==> src/design/phb_pkg.sv <==
// Shared types and constants for the path name hash bucket block.
// No dependencies; every other file of the block refers to it by scoped names.
package phb_pkg;

    localparam int unsigned HASH_W = 32;
    localparam int unsigned BYTE_W = 8;
    localparam int unsigned ROT_R  = 5;
    localparam logic [HASH_W-1:0] SEED_XOR = 32'd123456789;
    localparam logic [HASH_W-1:0] BUCKET_RESET = 32'd3;

    // back end sequencer
    typedef enum logic [1:0] {
        BK_IDLE,
        BK_DIV,
        BK_DONE
    } bk_state_t;

    // queue status seen by the front and back ends
    typedef struct packed {
        logic full;
        logic empty;
    } q_stat_t;

endpackage

==> src/design/phb_front.sv <==
// Front end: accepts name bytes, keeps the running rotate-xor hash and
// pushes the finished hash of each name into the queue. Uses phb_pkg.
module phb_front (
    input  logic                          aclk,
    input  logic                          aresetn,
    input  logic                          s_tvalid,
    output logic                          s_tready,
    input  logic [phb_pkg::HASH_W-1:0]    dir_offset,
    input  logic [phb_pkg::BYTE_W-1:0]    name_byte,
    input  logic                          has_byte,
    input  logic                          first,
    input  logic                          last,
    input  phb_pkg::q_stat_t              q_stat,
    output logic                          push,
    output logic [phb_pkg::HASH_W-1:0]    push_data
);

    logic [phb_pkg::HASH_W-1:0] hash_reg;
    logic [phb_pkg::HASH_W-1:0] hash_next;
    logic [phb_pkg::HASH_W-1:0] seeded;
    logic                       accept;

    assign s_tready = !q_stat.full;
    assign accept   = s_tvalid && s_tready;

    always_comb begin
        seeded = first ? (dir_offset ^ phb_pkg::SEED_XOR) : hash_reg;
        if (has_byte) begin
            hash_next = {seeded[phb_pkg::ROT_R-1:0], seeded[phb_pkg::HASH_W-1:phb_pkg::ROT_R]}
                        ^ {{(phb_pkg::HASH_W-phb_pkg::BYTE_W){1'b0}}, name_byte};
        end else begin
            hash_next = seeded;
        end
    end

    assign push      = accept && last;
    assign push_data = hash_next;

    always_ff @(posedge aclk) begin
        if (!aresetn) begin
            hash_reg <= '0;
        end else if (accept) begin
            hash_reg <= hash_next;
        end
    end

endmodule

==> src/design/phb_queue.sv <==
// Short hash queue between the front and back ends.
// Register array with read and write pointers; uses phb_pkg.
module phb_queue #(
    parameter int unsigned DEPTH = 4
) (
    input  logic                          aclk,
    input  logic                          aresetn,
    input  logic                          push,
    input  logic [phb_pkg::HASH_W-1:0]    push_data,
    input  logic                          pop,
    output logic [phb_pkg::HASH_W-1:0]    pop_data,
    output phb_pkg::q_stat_t              q_stat
);

    localparam int unsigned PTR_W = (DEPTH > 1) ? $clog2(DEPTH) : 1;
    localparam int unsigned CNT_W = $clog2(DEPTH + 1);
    localparam logic [PTR_W-1:0] LAST_PTR = PTR_W'(DEPTH - 1);
    localparam logic [CNT_W-1:0] FULL_CNT = CNT_W'(DEPTH);

    logic [phb_pkg::HASH_W-1:0] mem_reg [DEPTH];
    logic [PTR_W-1:0]           wr_ptr_reg;
    logic [PTR_W-1:0]           rd_ptr_reg;
    logic [CNT_W-1:0]           count_reg;
    logic [CNT_W-1:0]           count_next;

    assign q_stat.full  = (count_reg == FULL_CNT);
    assign q_stat.empty = (count_reg == '0);
    assign pop_data     = mem_reg[rd_ptr_reg];

    always_comb begin
        count_next = count_reg;
        case ({push, pop})
            2'b10:   count_next = count_reg + CNT_W'(1);
            2'b01:   count_next = count_reg - CNT_W'(1);
            default: count_next = count_reg;
        endcase
    end

    always_ff @(posedge aclk) begin
        if (push) begin
            mem_reg[wr_ptr_reg] <= push_data;
        end
    end

    always_ff @(posedge aclk) begin
        if (!aresetn) begin
            wr_ptr_reg <= '0;
            rd_ptr_reg <= '0;
            count_reg  <= '0;
        end else begin
            if (push) begin
                wr_ptr_reg <= (wr_ptr_reg == LAST_PTR) ? '0 : wr_ptr_reg + PTR_W'(1);
            end
            if (pop) begin
                rd_ptr_reg <= (rd_ptr_reg == LAST_PTR) ? '0 : rd_ptr_reg + PTR_W'(1);
            end
            count_reg <= count_next;
        end
    end

`ifndef SYNTH
    a_no_overflow: assert property (@(posedge aclk) disable iff (!aresetn)
        push && !pop |-> !q_stat.full)
        else $error("queue written while full");
    a_no_underflow: assert property (@(posedge aclk) disable iff (!aresetn)
        pop |-> !q_stat.empty)
        else $error("queue read while empty");
`endif

endmodule

==> src/design/phb_back.sv <==
// Back end: takes hashes from the queue, reduces each modulo the bucket count
// one quotient bit per cycle, and holds the result in the output register.
// Uses phb_pkg.
module phb_back (
    input  logic                          aclk,
    input  logic                          aresetn,
    input  logic [phb_pkg::HASH_W-1:0]    bucket_count,
    input  phb_pkg::q_stat_t              q_stat,
    input  logic [phb_pkg::HASH_W-1:0]    pop_data,
    output logic                          pop,
    output logic                          m_tvalid,
    input  logic                          m_tready,
    output logic [phb_pkg::HASH_W-1:0]    hash_out,
    output logic [phb_pkg::HASH_W-1:0]    bucket_index
);

    localparam int unsigned W     = phb_pkg::HASH_W;
    localparam int unsigned CNT_W = $clog2(W);
    localparam logic [CNT_W-1:0] LAST_STEP = CNT_W'(W - 1);

    phb_pkg::bk_state_t state_reg, state_next;

    logic [W-1:0]     hash_reg;
    logic [W-1:0]     shift_reg, shift_next;
    logic [W:0]       rem_reg, rem_next;
    logic [CNT_W-1:0] step_reg, step_next;
    logic [W:0]       trial;
    logic [W:0]       divisor;

    logic             m_valid_reg;
    logic [W-1:0]     m_hash_reg;
    logic [W-1:0]     m_bucket_reg;
    logic             out_load;
    logic             out_free;

    assign divisor  = {1'b0, bucket_count};
    assign trial    = {rem_reg[W-1:0], shift_reg[W-1]};
    assign out_free = !m_valid_reg || m_tready;

    always_comb begin
        state_next = state_reg;
        shift_next = shift_reg;
        rem_next   = rem_reg;
        step_next  = step_reg;
        pop        = 1'b0;
        out_load   = 1'b0;
        case (state_reg)
            phb_pkg::BK_IDLE: begin
                if (!q_stat.empty) begin
                    pop        = 1'b1;
                    shift_next = pop_data;
                    rem_next   = '0;
                    step_next  = '0;
                    state_next = phb_pkg::BK_DIV;
                end
            end
            phb_pkg::BK_DIV: begin
                rem_next   = (trial >= divisor) ? trial - divisor : trial;
                shift_next = {shift_reg[W-2:0], 1'b0};
                step_next  = step_reg + CNT_W'(1);
                if (step_reg == LAST_STEP) begin
                    state_next = phb_pkg::BK_DONE;
                end
            end
            phb_pkg::BK_DONE: begin
                if (out_free) begin
                    out_load   = 1'b1;
                    state_next = phb_pkg::BK_IDLE;
                end
            end
            default: state_next = phb_pkg::BK_IDLE;
        endcase
    end

    always_ff @(posedge aclk) begin
        if (!aresetn) begin
            state_reg <= phb_pkg::BK_IDLE;
        end else begin
            state_reg <= state_next;
        end
    end

    always_ff @(posedge aclk) begin
        shift_reg <= shift_next;
        rem_reg   <= rem_next;
        step_reg  <= step_next;
        if (pop) begin
            hash_reg <= pop_data;
        end
        if (out_load) begin
            m_hash_reg   <= hash_reg;
            // zero divisor gives bucket zero
            m_bucket_reg <= (bucket_count == '0) ? '0 : rem_reg[W-1:0];
        end
    end

    always_ff @(posedge aclk) begin
        if (!aresetn) begin
            m_valid_reg <= 1'b0;
        end else if (out_load) begin
            m_valid_reg <= 1'b1;
        end else if (m_tready) begin
            m_valid_reg <= 1'b0;
        end
    end

    assign m_tvalid     = m_valid_reg;
    assign hash_out     = m_hash_reg;
    assign bucket_index = m_bucket_reg;

`ifndef SYNTH
    a_rem_bound: assert property (@(posedge aclk) disable iff (!aresetn)
        (state_reg != phb_pkg::BK_IDLE) && (bucket_count != '0) |-> rem_reg < divisor)
        else $error("partial remainder not below bucket count");
    a_pop_idle: assert property (@(posedge aclk) disable iff (!aresetn)
        pop |-> state_reg == phb_pkg::BK_IDLE)
        else $error("queue read outside idle");
    a_no_overwrite: assert property (@(posedge aclk) disable iff (!aresetn)
        m_valid_reg && !m_tready |=> m_valid_reg && $stable(m_hash_reg))
        else $error("pending result overwritten");
`endif

endmodule

==> src/design/path_name_hash_bucket.sv <==
// Top level of the path name hash bucket block: bucket count register and
// the front end, queue and back end. Uses phb_pkg, phb_front, phb_queue, phb_back.
//
//  channel  | direction | handshake          | payload
//  ---------+-----------+--------------------+------------------------------------------
//  s_       | in        | s_tvalid/s_tready  | s_tdata, s_tuser, s_tlast (one name byte)
//  m_       | out       | m_tvalid/m_tready  | m_tdata (hash and bucket index)
//  cfg_     | in        | cfg_wr_en          | cfg_wr_data (bucket count)
//
// The front end takes one name byte every cycle while the queue has room.
// Each result passes through the back end in order: it is taken from the queue,
// goes through 32 steps of the restoring divider, then is loaded into the output register;
// no new hash is taken from the queue before that load, which waits while m_ is stalled.
// Reset is synchronous on aresetn low; bucket count resets to 3.
// A stalled m_ side fills the queue and then drops s_tready.
module path_name_hash_bucket #(
    parameter int unsigned QUEUE_DEPTH = 4
) (
    input  logic        aclk,
    input  logic        aresetn,
    input  logic        s_tvalid,
    output logic        s_tready,
    input  logic [39:0] s_tdata,   // dir_offset[31:0], name_byte[39:32]
    input  logic [1:0]  s_tuser,   // has_byte[0], first[1]
    input  logic        s_tlast,
    output logic        m_tvalid,
    input  logic        m_tready,
    output logic [63:0] m_tdata,   // hash[31:0], bucket_index[63:32]
    input  logic        cfg_wr_en,
    input  logic [31:0] cfg_wr_data
);

    logic [phb_pkg::HASH_W-1:0] bucket_count_reg;
    logic [phb_pkg::HASH_W-1:0] push_data;
    logic [phb_pkg::HASH_W-1:0] pop_data;
    logic [phb_pkg::HASH_W-1:0] hash_out;
    logic [phb_pkg::HASH_W-1:0] bucket_index;
    logic                       push;
    logic                       pop;
    phb_pkg::q_stat_t           q_stat;

    always_ff @(posedge aclk) begin
        if (!aresetn) begin
            bucket_count_reg <= phb_pkg::BUCKET_RESET;
        end else if (cfg_wr_en) begin
            bucket_count_reg <= cfg_wr_data;
        end
    end

    phb_front u_front (
        .aclk          (aclk),
        .aresetn       (aresetn),
        .s_tvalid      (s_tvalid),
        .s_tready      (s_tready),
        .dir_offset    (s_tdata[31:0]),
        .name_byte     (s_tdata[39:32]),
        .has_byte      (s_tuser[0]),
        .first         (s_tuser[1]),
        .last          (s_tlast),
        .q_stat        (q_stat),
        .push          (push),
        .push_data     (push_data)
    );

    phb_queue #(
        .DEPTH (QUEUE_DEPTH)
    ) u_queue (
        .aclk      (aclk),
        .aresetn   (aresetn),
        .push      (push),
        .push_data (push_data),
        .pop       (pop),
        .pop_data  (pop_data),
        .q_stat    (q_stat)
    );

    phb_back u_back (
        .aclk         (aclk),
        .aresetn      (aresetn),
        .bucket_count (bucket_count_reg),
        .q_stat       (q_stat),
        .pop_data     (pop_data),
        .pop          (pop),
        .m_tvalid     (m_tvalid),
        .m_tready     (m_tready),
        .hash_out     (hash_out),
        .bucket_index (bucket_index)
    );

    assign m_tdata = {bucket_index, hash_out};

endmodule
==> config.mk <==
export PLATFORM = sky130hd
export DESIGN_NAME = path_name_hash_bucket
export DESIGN_NICKNAME = d
export VERILOG_FILES = /design/src/design/phb_pkg.sv /design/src/design/phb_front.sv /design/src/design/phb_queue.sv /design/src/design/phb_back.sv /design/src/design/path_name_hash_bucket.sv
export SDC_FILE = /design/constraint.sdc
export NUM_CORES = 1
export LEC_CHECK = 0
export BUFFER_PORTS_ARGS = -buffer_cell sky130_fd_sc_hd__buf_2
export CORE_MARGIN = 10
export CORE_UTILIZATION = 52
export CTS_BUF_LIST = sky130_fd_sc_hd__clkbuf_8 sky130_fd_sc_hd__clkbuf_16
export CTS_CLUSTER_DIAMETER = 80
export DETAILED_ROUTE_END_ITERATION = 10
export GPL_TIMING_DRIVEN = 0
export HOLD_SLACK_MARGIN = 0.02
export MAX_ROUTING_LAYER = met4
export PLACE_DENSITY = 0.69
export SLEW_MARGIN = 20
export SYNTH_ARGS = -nofsm -noshare
export SYNTH_HDL_FRONTEND = slang
export SYNTH_SLANG_ARGS = --single-unit
==> constraint.sdc <==
create_clock -name aclk -period 4.32 [get_ports aclk]
set_input_delay 0.216 -clock aclk [delete_from_list [all_inputs] [get_ports aclk]]
set_output_delay 0.216 -clock aclk [all_outputs]
set_load 0.03 [all_outputs]
==> results.toml <==
[sta]
layout_min_cycle_time_ps = 3248
tightest_slew_ps = 1089
hold_viol = 0
fmax_ghz = 0.3079
rsz0062_at_grt = "no"
slew_headroom_pct = 27.43
fin_tns_setup_ps = 0
layout_setup_ws_ps = 1072
finalClockSkew_ps = 24.17
setup_viol = 0
min_period_over_period_pct = 75.18
drv_slew = 0

[min_path]
min_delay_path_depth = 2
min_to = "bucket_count_reg[0]$_SDFFE_PN1P_"
holdCritPathClass = "primary input to register"
worstHoldStart = "aresetn"

[detailed_routing]
drtIter0Drc = 776
met1_length_mm = 16.96
wl_met2_mm = 18.70
drc = 0
drt-total-wl_mm = 38.49
ant_nets = 0
routed-wl-met3_mm = 2.030
firstDrtPassIters = 5
viasPerCell = 5.556
wl_per_cell_um = 20.03
topRoutingLayerUsed = "met4"
vias = 10670

[synthesis]
synth_edf_count = 293
netlist_top_cells_area = "edfxtp_1 (53%), dfxtp_1 (9.2%), mux4_2 (7.5%)"
syn_area_mm2 = 0.01657
avgSynthCellArea_um2 = 13.12
ys_ff_latch = 369
ys_seq_area_share_pct = 62.26
netlist_instances = 1263
yosysWarnings = 0
yosys.area.top_type_share_pct = 53.08
synthArstFlopShare_pct = 0
synth_area_leader_cell = "edfxtp_1"
synth.distinct_cells = 61
synth_nets = 1385
synth_ff_type = "edfxtp_1"

[floorplanning]
io_pins = 146
die-area_mm2 = 0.03942
start_util_pct = 52.66
die_h_um = 198.5
rows = 65
coreArea_mm2 = 0.03147
die_w_um = 198.5

[power_and_ir_drop]
power.leakage_nw = 7.531
peakVddDrop_mv = 0.4048
power.density_mw_per_mm2 = 644.6
fin_total_pwr_mw = 12.63

[cts]
cts.sinks = 369
root_buffer = "clkbuf_16"
post_cts_buffers = 0
cts_buffers = 40
clk_pin_slew_ps = 60
worstSkewPairLatency_ps = 530
cts_tree = "built"
htreeDepth = 2
cts_buffer_depth = 3

[placed_design]
dp_slack_ps = 1115
dpl_cell_area_mm2 = 0.01798
place_hpwl_mm = 27.38
placedCellCount = 1815
gp_congestion = 0.9196
portBuffers = 142

[critical_path]
crit_required_ps = 4670
path_max_fanout = 4
worstSetupEndpointType = "register"
startpoint = "bucket_count_reg[0]$_SDFFE_PN1P_"
ff2ff_path_depth = 12
worstSetupPathType = "register to register"
r2r_slack_ps = 1070
crit_arrival_ps = 3600
r2r-start = "bucket_count_reg[0]$_SDFFE_PN1P_"
startpoint_type = "register"
r2r-end = "u_back.rem_reg[30]$_SDFFCE_PN0P_"

[cells_and_area]
nFillCells = 2407
final_cells = 1921
area_growth_pct = 18.18
n_antenna_cell = 0
largest_register_ffs = 128
design_area_mm2 = 0.01959
layout.nets = 1610
drive_gt1_share_pct = 18.89

[outcome]
status = "finished clean"

[global_routing]
grt_overflow = 0
first_global_vias = 10850
grt_pass1_wl_mm = 60.66
antenna_found_initial = 0
grt_max_degree = 49
grtUsageTotal_pct = 20.21

[job]
max_cap_violations = 0
## worst max-delay path, cell delays in order (launching register included)
cell and delay [ps]:
dfxtp_1 440, ha_1 210, inv_1 50, fa_1 400, a21oi_1 230, o22ai_1 110
nor2_1 290, o31ai_2 170, a21oi_1 280, a21oi_1 150, o21ai_0 170, or3b_1 380
a21oi_1 180
## report_power, final
group	internal [mW]	total (mW)	switching (mW)	leakage, nW
Clock	1.90	3.27	1.37	0.667
Sequential	4.87	5.20	0.332	3.37
Combinational	1.71	4.16	2.44	3.50
Total	8.49	12.6	4.14	7.53
## layout make-up
class                           instances  area [um2]  area share (%)
Multi-Input combinational cell        772        5769           29.45
Sequential cell                       369       10320           52.69
Tap cell                              402       503.0           2.568
Inverter                               59       221.5           1.131
Clock buffer                           45        1070           5.462
Clock inverter                         28       203.9           1.041
Timing Repair Buffer                  183        1216           6.209
Buffer                                 63       284.0           1.450
## cell usage after synthesis, types with 5 or more instances
cell	count
a211oi_1	6
a21boi_0	37
a21o_1	13
a21oi_1	36
and2_1	8
and3_1	7
buf_1	16
buf_2	5
clkbuf_1	35
dfxtp_1	76
edfxtp_1	293
ha_1	40
inv_1	59
mux2i_1	65
mux4_2	55
nand2_1	203
nand2b_1	6
nand3_1	20
nand4_1	6
nor2_1	54
nor2b_1	71
nor3_1	12
nor4_1	11
o21a_1	5
o21ai_0	26
xnor2_1	22
xor2_1	14
## stage by stage
| step | hold slack (ps) | util, % |
|---|---|---|
| floorplan | 344.9 | - |
| global placement | 401.2 | 56.52 |
| detailed placement | 405.6 | 57.14 |
| CTS | 47.66 | 62.23 |
| global route | 89.06 | 62.23 |
| finish | 66.76 | 62.23 |
## repair_timing
item / 4_1_cts / 5_1_grt
gates resized for setup: 0 / 0
hold buffers: 33 / 0
endpoints found under the hold margin: 33 / 0
## how the worst max path moves through the flow
| stage | end | slack, ps |
|---|---|---|
| global route | u_back.rem_reg[1]$_SDFFCE_PN0P_ | 810 |
| floorplan | u_back.bucket_index[0]$_SDFFCE_PN0P_ | 430 |
| CTS | u_back.rem_reg[1]$_SDFFCE_PN0P_ | 1060 |
| finish | u_back.rem_reg[30]$_SDFFCE_PN0P_ | 1070 |
| detailed placement | u_back.rem_reg[1]$_SDFFCE_PN0P_ | 1110 |
| global placement | u_back.bucket_index[31]$_SDFFCE_PN0P_ | -1270 |
## logic make-up after synthesis
logic type                 after synthesis  share of synthesized area [%]
AOI/OAI and AO/OA                      162                          6.613
xor gates and xnor gates                36                          1.902
adders and majority gates               42                          3.261
DFF                                    369                          62.26
muxes                                  120                          11.40
buffers and inverters                  122                          3.050
and+or+nand+nor                        412                          11.51
## cells in the final DEF (no fill, tap or decap), types with 16 or more instances in the layout
cell / n
a21boi_0: 37
a21oi_1: 36
buf_1: 16
buf_2: 147
clkbuf_1: 35
clkbuf_16: 40
dfxtp_1: 76
dlygate4sd3_1: 33
edfxtp_1: 293
ha_1: 40
inv_1: 69
mux2i_1: 65
mux4_2: 55
nand2_1: 202
nand3_1: 20
nor2_1: 54
nor2b_1: 70
o21ai_0: 26
xnor2_1: 22
## per-layer routing
layer,global-route usage (%),up-vias
met5,-,-
met1,26.28,5273
met3,3.143,55
met2,32.63,301
li1,-,5044
met4,5.397,0
No activity file was read; power rests on OpenSTA's default activity.
